<file path="src/rtl/core/lsud_pkg.sv">
`timescale 1ns / 1ps
`default_nettype none

package lsud_pkg;

    localparam int DATA_W    = 32;
    localparam int DEPTH_DEF = 16;

    typedef enum logic [1:0] {
        OP_PUSH   = 2'd0,
        OP_POP    = 2'd1,
        OP_UPDATE = 2'd2,
        OP_DUMP   = 2'd3
    } op_t;

    typedef enum logic [1:0] {
        ST_OK       = 2'd0,
        ST_EMPTY    = 2'd1,
        ST_FULL     = 2'd2,
        ST_NOTFOUND = 2'd3
    } status_t;

    // Per-cell control: load takes the pushed value, shift takes the neighbor's value.
    typedef struct packed {
        logic load;
        logic shift;
    } cell_ctrl_t;

endpackage

`default_nettype wire

</file>
<file path="src/rtl/core/lsud_ifs.sv">
`timescale 1ns / 1ps
`default_nettype none

interface lsud_req_if;
    logic                                valid;
    logic                                ready;
    logic [1:0]                          opcode;
    logic signed [lsud_pkg::DATA_W-1:0]  value;
    logic signed [lsud_pkg::DATA_W-1:0]  new_value;

    modport source (output valid, output opcode, output value, output new_value, input ready);
    modport sink   (input valid, input opcode, input value, input new_value, output ready);
endinterface

interface lsud_rsp_if;
    logic                                valid;
    logic                                ready;
    logic [1:0]                          status;
    logic signed [lsud_pkg::DATA_W-1:0]  data;
    logic                                last;

    modport source (output valid, output status, output data, output last, input ready);
    modport sink   (input valid, input status, input data, input last, output ready);
endinterface

`default_nettype wire

</file>
<file path="src/rtl/core/stack_with_update_and_dump_top.sv">
`timescale 1ns / 1ps
`default_nettype none

// Push and pop: the answer goes straight into the response register; a new request each
// cycle while the response side does not stall. Update and dump of a non-empty stack
// rotate the cells DEPTH times, one step each time the response side can take a result;
// no request is taken meanwhile. Dump answers one entry per live step, bottom first;
// update answers at the end. An empty stack answers update and dump at once, like pop.
// Reset (rst_n low, async) clears the entry count and the handshake state only;
// the stored entries stay undefined and there is no clearing pass.

module stack_with_update_and_dump_top #(
    parameter int DEPTH = lsud_pkg::DEPTH_DEF
) (
    input  logic              clk,
    input  logic              rst_n,
    lsud_req_if.sink          req,
    lsud_rsp_if.source        rsp
);

    localparam int CW = $clog2(DEPTH + 1);
    localparam int DW = lsud_pkg::DATA_W;

    // Sequencer states
    typedef enum logic [1:0] {
        S_IDLE = 2'b01,
        S_SCAN = 2'b10
    } state_t;

    state_t                     state_reg, state_next;
    logic [CW-1:0]              count_reg, count_next;
    logic [CW-1:0]              step_reg, step_next;
    logic                       found_reg, found_next;
    lsud_pkg::op_t              op_reg;
    logic signed [DW-1:0]       val_reg;
    logic signed [DW-1:0]       nval_reg;

    logic                       out_valid_reg, out_valid_next;
    lsud_pkg::status_t          out_status_reg, out_status_next;
    logic signed [DW-1:0]       out_data_reg, out_data_next;
    logic                       out_last_reg, out_last_next;

    logic signed [DW-1:0]       cell_q   [DEPTH];
    logic signed [DW-1:0]       pop_sel  [DEPTH];
    lsud_pkg::cell_ctrl_t       cell_ctrl [DEPTH];
    logic signed [DW-1:0]       wrap_data;
    logic signed [DW-1:0]       pop_data;

    lsud_pkg::op_t              req_op;
    logic                       out_free;
    logic                       in_fire;
    logic                       full;
    logic                       empty;
    logic                       scan_adv;
    logic                       live;
    logic                       match;
    logic                       scan_end;
    logic                       push_ok;

    // ------------------------------------------------------------------
    // Handshake and status decode
    // ------------------------------------------------------------------
    assign req_op   = lsud_pkg::op_t'(req.opcode);
    assign out_free = !out_valid_reg || rsp.ready;
    assign req.ready = (state_reg == S_IDLE) && out_free;
    assign in_fire  = req.valid && req.ready;
    assign full     = (count_reg == CW'(DEPTH));
    assign empty    = (count_reg == '0);
    assign push_ok  = in_fire && (req_op == lsud_pkg::OP_PUSH) && !full;

    // A scan step advances only when the response register can take a result.
    assign scan_adv = (state_reg == S_SCAN) && out_free;
    // Cell 0 holds entries[step] during the scan; steps at or past count are stale.
    assign live     = (step_reg < count_reg);
    assign match    = (op_reg == lsud_pkg::OP_UPDATE) && live && !found_reg
                      && (cell_q[0] == val_reg);
    assign scan_end = (step_reg == CW'(DEPTH - 1));
    // The entry leaving cell 0 wraps to the far end; replace it on the first match.
    assign wrap_data = match ? nval_reg : cell_q[0];

    // ------------------------------------------------------------------
    // Cell chain: cell i holds entries[i]; a rotate moves every cell one
    // place toward cell 0, and DEPTH rotates restore the original order.
    // ------------------------------------------------------------------
    genvar gi;
    generate
        for (gi = 0; gi < DEPTH; gi++)
        begin : g_cell
            logic signed [DW-1:0] shift_src;

            if (gi == DEPTH - 1)
            begin : g_wrap
                assign shift_src = wrap_data;
            end
            else
            begin : g_link
                assign shift_src = cell_q[gi + 1];
            end

            // Load on a push into this slot, shift on every scan step.
            assign cell_ctrl[gi] = {push_ok && (count_reg == CW'(gi)), scan_adv};
            // Top-of-stack select for pop: the cell just below count.
            assign pop_sel[gi] = (count_reg == CW'(gi + 1)) ? cell_q[gi] : '0;

            lsud_cell #(
                .WIDTH (DW)
            ) u_cell (
                .clk       (clk),
                .ctrl      (cell_ctrl[gi]),
                .load_data (req.value),
                .shift_in  (shift_src),
                .q         (cell_q[gi])
            );
        end
    endgenerate

    always_comb
    begin
        pop_data = '0;
        for (int i = 0; i < DEPTH; i++)
        begin
            pop_data = pop_data | pop_sel[i];
        end
    end

    // ------------------------------------------------------------------
    // Sequencer and response register
    // ------------------------------------------------------------------
    always_comb
    begin
        state_next      = state_reg;
        count_next      = count_reg;
        step_next       = step_reg;
        found_next      = found_reg;
        out_valid_next  = out_valid_reg && !rsp.ready;
        out_status_next = out_status_reg;
        out_data_next   = out_data_reg;
        out_last_next   = out_last_reg;

        if (in_fire)
        begin
            // Default single response for this request; arms below refine it.
            out_valid_next  = 1'b1;
            out_status_next = lsud_pkg::ST_OK;
            out_data_next   = '0;
            out_last_next   = 1'b1;
            unique case (req_op) inside
                lsud_pkg::OP_PUSH:
                begin
                    if (full)
                    begin
                        out_status_next = lsud_pkg::ST_FULL;
                    end
                    else
                    begin
                        count_next = count_reg + CW'(1);
                    end
                end
                lsud_pkg::OP_POP:
                begin
                    if (empty)
                    begin
                        out_status_next = lsud_pkg::ST_EMPTY;
                    end
                    else
                    begin
                        count_next    = count_reg - CW'(1);
                        out_data_next = pop_data;
                    end
                end
                lsud_pkg::OP_UPDATE, lsud_pkg::OP_DUMP:
                begin
                    if (empty)
                    begin
                        out_status_next = lsud_pkg::ST_EMPTY;
                    end
                    else
                    begin
                        // Hold the response slot empty and start the rotation.
                        out_valid_next = 1'b0;
                        state_next     = S_SCAN;
                        step_next      = '0;
                        found_next     = 1'b0;
                    end
                end
                default:
                begin
                    out_valid_next = 1'b0;
                end
            endcase
        end

        if (scan_adv)
        begin
            step_next = step_reg + CW'(1);
            if (match)
            begin
                found_next = 1'b1;
            end
            if ((op_reg == lsud_pkg::OP_DUMP) && live)
            begin
                out_valid_next  = 1'b1;
                out_status_next = lsud_pkg::ST_OK;
                out_data_next   = cell_q[0];
                out_last_next   = ((step_reg + CW'(1)) == count_reg);
            end
            if (scan_end)
            begin
                state_next = S_IDLE;
                if (op_reg == lsud_pkg::OP_UPDATE)
                begin
                    out_valid_next  = 1'b1;
                    out_status_next = (found_reg || match) ? lsud_pkg::ST_OK
                                                           : lsud_pkg::ST_NOTFOUND;
                    out_data_next   = '0;
                    out_last_next   = 1'b1;
                end
            end
        end
    end

    always_ff @(posedge clk or negedge rst_n)
    begin
        if (!rst_n)
        begin
            state_reg     <= S_IDLE;
            count_reg     <= '0;
            step_reg      <= '0;
            found_reg     <= 1'b0;
            out_valid_reg <= 1'b0;
        end
        else
        begin
            state_reg     <= state_next;
            count_reg     <= count_next;
            step_reg      <= step_next;
            found_reg     <= found_next;
            out_valid_reg <= out_valid_next;
        end
    end

    // Payload registers: capture the request and drive the response fields.
    always_ff @(posedge clk)
    begin
        if (in_fire)
        begin
            op_reg   <= req_op;
            val_reg  <= req.value;
            nval_reg <= req.new_value;
        end
        out_status_reg <= out_status_next;
        out_data_reg   <= out_data_next;
        out_last_reg   <= out_last_next;
    end

    assign rsp.valid  = out_valid_reg;
    assign rsp.status = out_status_reg;
    assign rsp.data   = out_data_reg;
    assign rsp.last   = out_last_reg;

`ifndef ASSERT_OFF
    a_count_bound: assert property (@(posedge clk) disable iff (!rst_n)
        count_reg <= CW'(DEPTH))
        else $error("entry count exceeds depth");

    a_no_accept_in_scan: assert property (@(posedge clk) disable iff (!rst_n)
        (state_reg == S_SCAN) |-> !req.ready)
        else $error("request accepted during a scan");

    a_push_grows: assert property (@(posedge clk) disable iff (!rst_n)
        push_ok |=> (count_reg == $past(count_reg) + CW'(1)))
        else $error("push did not grow the stack");

    a_scan_exit: assert property (@(posedge clk) disable iff (!rst_n)
        (scan_adv && scan_end && (op_reg == lsud_pkg::OP_UPDATE))
        |=> (state_reg == S_IDLE) && rsp.valid)
        else $error("scan end did not return to idle with a response");

    a_scan_keeps_count: assert property (@(posedge clk) disable iff (!rst_n)
        (state_reg == S_SCAN) |=> $stable(count_reg))
        else $error("entry count changed during a scan");
`endif

endmodule

`default_nettype wire

</file>
<file path="src/rtl/core/lsud_cell.sv">
`timescale 1ns / 1ps
`default_nettype none

module lsud_cell #(
    parameter int WIDTH = lsud_pkg::DATA_W
) (
    input  logic                    clk,
    input  lsud_pkg::cell_ctrl_t    ctrl,
    input  logic signed [WIDTH-1:0] load_data,
    input  logic signed [WIDTH-1:0] shift_in,
    output logic signed [WIDTH-1:0] q
);

    logic signed [WIDTH-1:0] entry_reg;
    logic signed [WIDTH-1:0] entry_next;

    always_comb
    begin
        entry_next = entry_reg;
        if (ctrl.load)
        begin
            entry_next = load_data;
        end
        else if (ctrl.shift)
        begin
            entry_next = shift_in;
        end
    end

    // Contents stay undefined until written.
    always_ff @(posedge clk)
    begin
        entry_reg <= entry_next;
    end

    assign q = entry_reg;

endmodule

`default_nettype wire
</file>
<file path="src/flat_wrapper.sv">
// flat-port wrapper written by rule: the top's interface ports become plain ports
module stack_with_update_and_dump_top_flat 
#(
    parameter int DEPTH = lsud_pkg::DEPTH_DEF
)
  (clk, rst_n, req_valid, req_opcode, req_value, req_new_value, req_ready, rsp_valid, rsp_status, rsp_data, rsp_last, rsp_ready);
  lsud_req_if req_i ();
  lsud_rsp_if rsp_i ();
  input  logic clk;
  input  logic rst_n;
  input wire logic [$bits(req_i.valid)-1:0] req_valid;
  input wire logic [$bits(req_i.opcode)-1:0] req_opcode;
  input wire logic [$bits(req_i.value)-1:0] req_value;
  input wire logic [$bits(req_i.new_value)-1:0] req_new_value;
  output wire logic [$bits(req_i.ready)-1:0] req_ready;
  output wire logic [$bits(rsp_i.valid)-1:0] rsp_valid;
  output wire logic [$bits(rsp_i.status)-1:0] rsp_status;
  output wire logic [$bits(rsp_i.data)-1:0] rsp_data;
  output wire logic [$bits(rsp_i.last)-1:0] rsp_last;
  input wire logic [$bits(rsp_i.ready)-1:0] rsp_ready;
  assign req_i.valid = req_valid;
  assign req_i.opcode = req_opcode;
  assign req_i.value = req_value;
  assign req_i.new_value = req_new_value;
  assign req_ready = req_i.ready;
  assign rsp_valid = rsp_i.valid;
  assign rsp_status = rsp_i.status;
  assign rsp_data = rsp_i.data;
  assign rsp_last = rsp_i.last;
  assign rsp_i.ready = rsp_ready;
  stack_with_update_and_dump_top #(.DEPTH(DEPTH)) u_core (.clk(clk), .rst_n(rst_n), .req(req_i), .rsp(rsp_i));
endmodule
</file>
<file path="config.mk">
export PLATFORM = sky130hd
export DESIGN_NAME = stack_with_update_and_dump_top_flat
export DESIGN_NICKNAME = d
export VERILOG_FILES = /design/src/rtl/core/lsud_pkg.sv /design/src/rtl/core/lsud_ifs.sv /design/src/rtl/core/stack_with_update_and_dump_top.sv /design/src/rtl/core/lsud_cell.sv /design/src/flat_wrapper.sv
export SDC_FILE = /design/constraint.sdc
export NUM_CORES = 1
export LEC_CHECK = 0
export ABC_AREA = 1
export BUFFER_PORTS_ARGS = -buffer_cell sky130_fd_sc_hd__buf_2
export CAP_MARGIN = 15
export CORE_MARGIN = 1.5
export CORE_UTILIZATION = 30
export DETAILED_ROUTE_END_ITERATION = 8
export PLACE_DENSITY_LB_ADDON = 0.15
export SLEW_MARGIN = 10
export SYNTH_ARGS = -nofsm -noshare
export SYNTH_HDL_FRONTEND = slang
export SYNTH_SLANG_ARGS = --single-unit
export TNS_END_PERCENT = 5
</file>
<file path="constraint.sdc">
create_clock -name clk -period 6.9 [get_ports clk]
set_input_delay 0.69 -clock clk [delete_from_list [all_inputs] [get_ports clk]]
set_output_delay 0.69 -clock clk [all_outputs]
set_load 0.03 [all_outputs]
</file>
==> flow_summary.json <==
{
  "grt_setup_unrepaired": "false",
  "slew_headroom_pct": 24.5,
  "crit_type": "reg2reg",
  "critPathLaunch": "u_core.count_reg[1]",
  "seq_area_sq_um": 18400,
  "vias": 23800,
  "crit_fanout": 65,
  "fmax_mhz": 277,
  "syn_area_per_cell_sq_um": 8.80,
  "yosysSeqAreaShare_pct": 60.4,
  "num_antenna_cells": 0,
  "via_per_inst": 4.87,
  "finClkSkew_ns": 0.0256,
  "cts_max_path_buffers": 3,
  "slew_viol_final": 0,
  "area_delta_synth_final_pct": 13.1,
  "dieWidth_microns": 322,
  "hold_path.class": "in2reg",
  "synth_edf_count": 578,
  "die_y_microns": 322,
  "final-setup-viol-count": 0,
  "end_kind": "flip-flop",
  "gp_congestion": 0.849,
  "cap_violations": 0,
  "hpwl_microns": 74200,
  "period_needed_ns": 3.61,
  "ctsHtreeMaxLevel": 3,
  "arrival_ns": 3.87,
  "status": "finished clean",
  "setup_tns_ns": 0,
  "antenna_found_initial": 0,
  "clk_latency_ns": 0.64,
  "dieArea_sq_um": 104000,
  "synth.area.top_cells": "edfxtp_1 57%, nand2_1 20%, o21ai_1 4.7%",
  "post-route-period-util_pct": 52.4,
  "nets": 3557,
  "synth_warnings": 0,
  "postSynth.asyncResetShare_pct": 2.23,
  "totalPowerFinal_mw": 17.2,
  "hp-start": "req_new_value[1]",
  "drt_first_pass_iters": 7,
  "hold_violations": 0,
  "leakagePower_nw": 14.7,
  "io_pins": 107,
  "grt_pass1_wl_microns": 157000,
  "fill_cells": 10700,
  "worstMarginPinSlew_ns": 1.13,
  "largest_reg_flops": 512,
  "grt_pass1_vias": 23200,
  "drive_above_1_share_pct": 8.78,
  "start_util_pct": 30.3,
  "root_buffer": "clkbuf_16",
  "ctsResizeCount": 0,
  "hold_buffers": 1,
  "r2r-start": "u_core.count_reg[1]",
  "tritoncts": "built",
  "rows": 116,
  "drc": 0,
  "syn_inst": 3464,
  "drt_iter0_drc": 1977,
  "portBuffers": 106,
  "netlist_area_sq_um": 30500,
  "synthFlopType": "edfxtp_1",
  "core_sq_um": 100000,
  "ys_types": 33,
  "grt_use_total_pct": 20.6,
  "synth_seq_cells": 627,
  "wl_per_cell_microns": 22.0,
  "cts.reportedPaths.clkPinSlew_ns": 0.06,
  "yosys.area.top_type": "edfxtp_1",
  "synthesis.nets": 3547,
  "required_ns": 7.15,
  "start_kind": "flip-flop",
  "drt-total-wl_microns": 108000,
  "multiInputGateArea_sq_um": 10600,
  "grt_max_degree": 66,
  "grt-ovfl-total": 0,
  "post_cts_buffers": 0,
  "detail-route-antenna-nets": 0,
  "yosysTopAreaCellShare_pct": 56.9,
  "numCtsBuffers": 73,
  "peakVddDrop_v": 0.000195,
  "clock-sinks": 627,
  "powerDensity_nw_per_um2": 500
}
-- critical path, stage by stage (launching register included) --
cell	delay, ns
dfrtp_1	0.41
inv_1	0.22
ha_1	0.22
nand2_1	0.21
nor2_4	0.93
nand2_2	0.07
buf_4	0.36
nand2_2	0.76
-- per-stage QoR --
step / cell area, sq um / utilization (%) / setup WS [ns] / instances / hold slack (ns)
after floorplan: 30500 / - / 3.31 / 3464 / 0.394
after global placement: 32100 / 32.0 / 3.14 / 4755 / 0.513
after detailed placement: 32100 / 32.0 / 3.14 / 4755 / 0.519
after CTS: 34500 / 34.3 / 3.27 / 4887 / 0.187
after global routing: 34500 / 34.3 / 3.01 / 4887 / 0.200
final: 34500 / 34.3 / 3.29 / 4887 / 0.227
-- layout make-up --
class / count / area share, %
flip-flops and latches: 627 / 53.4
repair buffers: 150 / 2.51
well taps: 1357 / 4.93
clock inverters: 33 / 0.773
clock buffers: 98 / 5.99
multi-input cells: 2485 / 30.9
inverters: 137 / 1.50
-- final timing paths --
| check | end | slack [ns] | depth (start not counted) |
|---|---|---|---|
| worst min-delay path | u_core.nval_reg[1] | 0.23 | 1 |
| worst min register to register | u_core.rsp.status[1] | 0.53 | 2 |
| max in group asynchronous | u_core.state_reg[0] | 6.07 | 2 |
| worst max register to register | u_core.g_cell[5].u_cell.q[7] | 3.29 | 7 |
| worst max-delay path | u_core.g_cell[5].u_cell.q[7] | 3.29 | 7 |
| min in group asynchronous | u_core.rsp.valid | 0.52 | 2 |
-- per-layer routing --
layer / track usage (%) / vias to the layer above / routed length [microns]
met5: 0 / - / 0
met4: 6.68 / 0 / 3380
met3: 2.26 / 151 / 3730
met2: 37.0 / 536 / 54900
met1: 25.7 / 11600 / 45600
li1: - / 11500 / -
-- Yosys cell counts, types with 13 or more instances --
master,number
buf_2,43
buf_4,16
buf_6,22
clkbuf_1,134
dfrtp_1,13
dfxtp_1,35
edfxtp_1,578
ha_1,13
inv_1,130
nand2_1,1612
nand3_1,118
nand4_1,28
nor2_1,160
o21ai_0,221
o21ai_1,288
-- cells in the final DEF (no fill, tap or decap), types with 2 or more instances in the layout --
cell type / n
nand2_1: 1586
nor3_1: 2
clkinv_1: 12
nor2_1: 145
inv_1: 130
buf_4: 43
xnor2_1: 5
nand4_1: 28
a21oi_1: 4
bufinv_16: 4
clkinv_2: 13
dfxtp_1: 35
o21ai_1: 288
clkbuf_16: 77
nor4_1: 2
xor2_1: 8
buf_2: 106
nand3_1: 118
o22ai_1: 2
nor2_2: 4
nor2_4: 13
o211ai_1: 10
ha_1: 13
clkbuf_8: 6
nand2_2: 29
clkbuf_1: 15
o21ai_0: 221
inv_2: 6
clkinvlp_4: 2
inv_6: 3
dfrtp_1: 13
edfxtp_1: 578
nor3_2: 2
-- cell families (layout without fill, tap and decap cells) --
kind of cell    count (synthesis)  count (layout)  synth area share, %
simple gates                 1930            1930                 24.6
flops                         627             627                 60.4
compound gates                529             529                 8.82
buf+inv                       352             418                 5.25
fa+ha+maj                      13              13                0.534
xor+xnor                       13              13                0.374
-- where the power goes --
| part | leakage [nW] | total [mW] | internal [mW] | switching (mW) |
|---|---|---|---|---|
| combinational | 7.52 | 4.86 | 1.31 | 3.55 |
| sequential | 6.07 | 8.48 | 7.09 | 1.39 |
| clock | 1.15 | 3.90 | 2.25 | 1.65 |
Note: power is estimated with default switching activity, not from simulation.
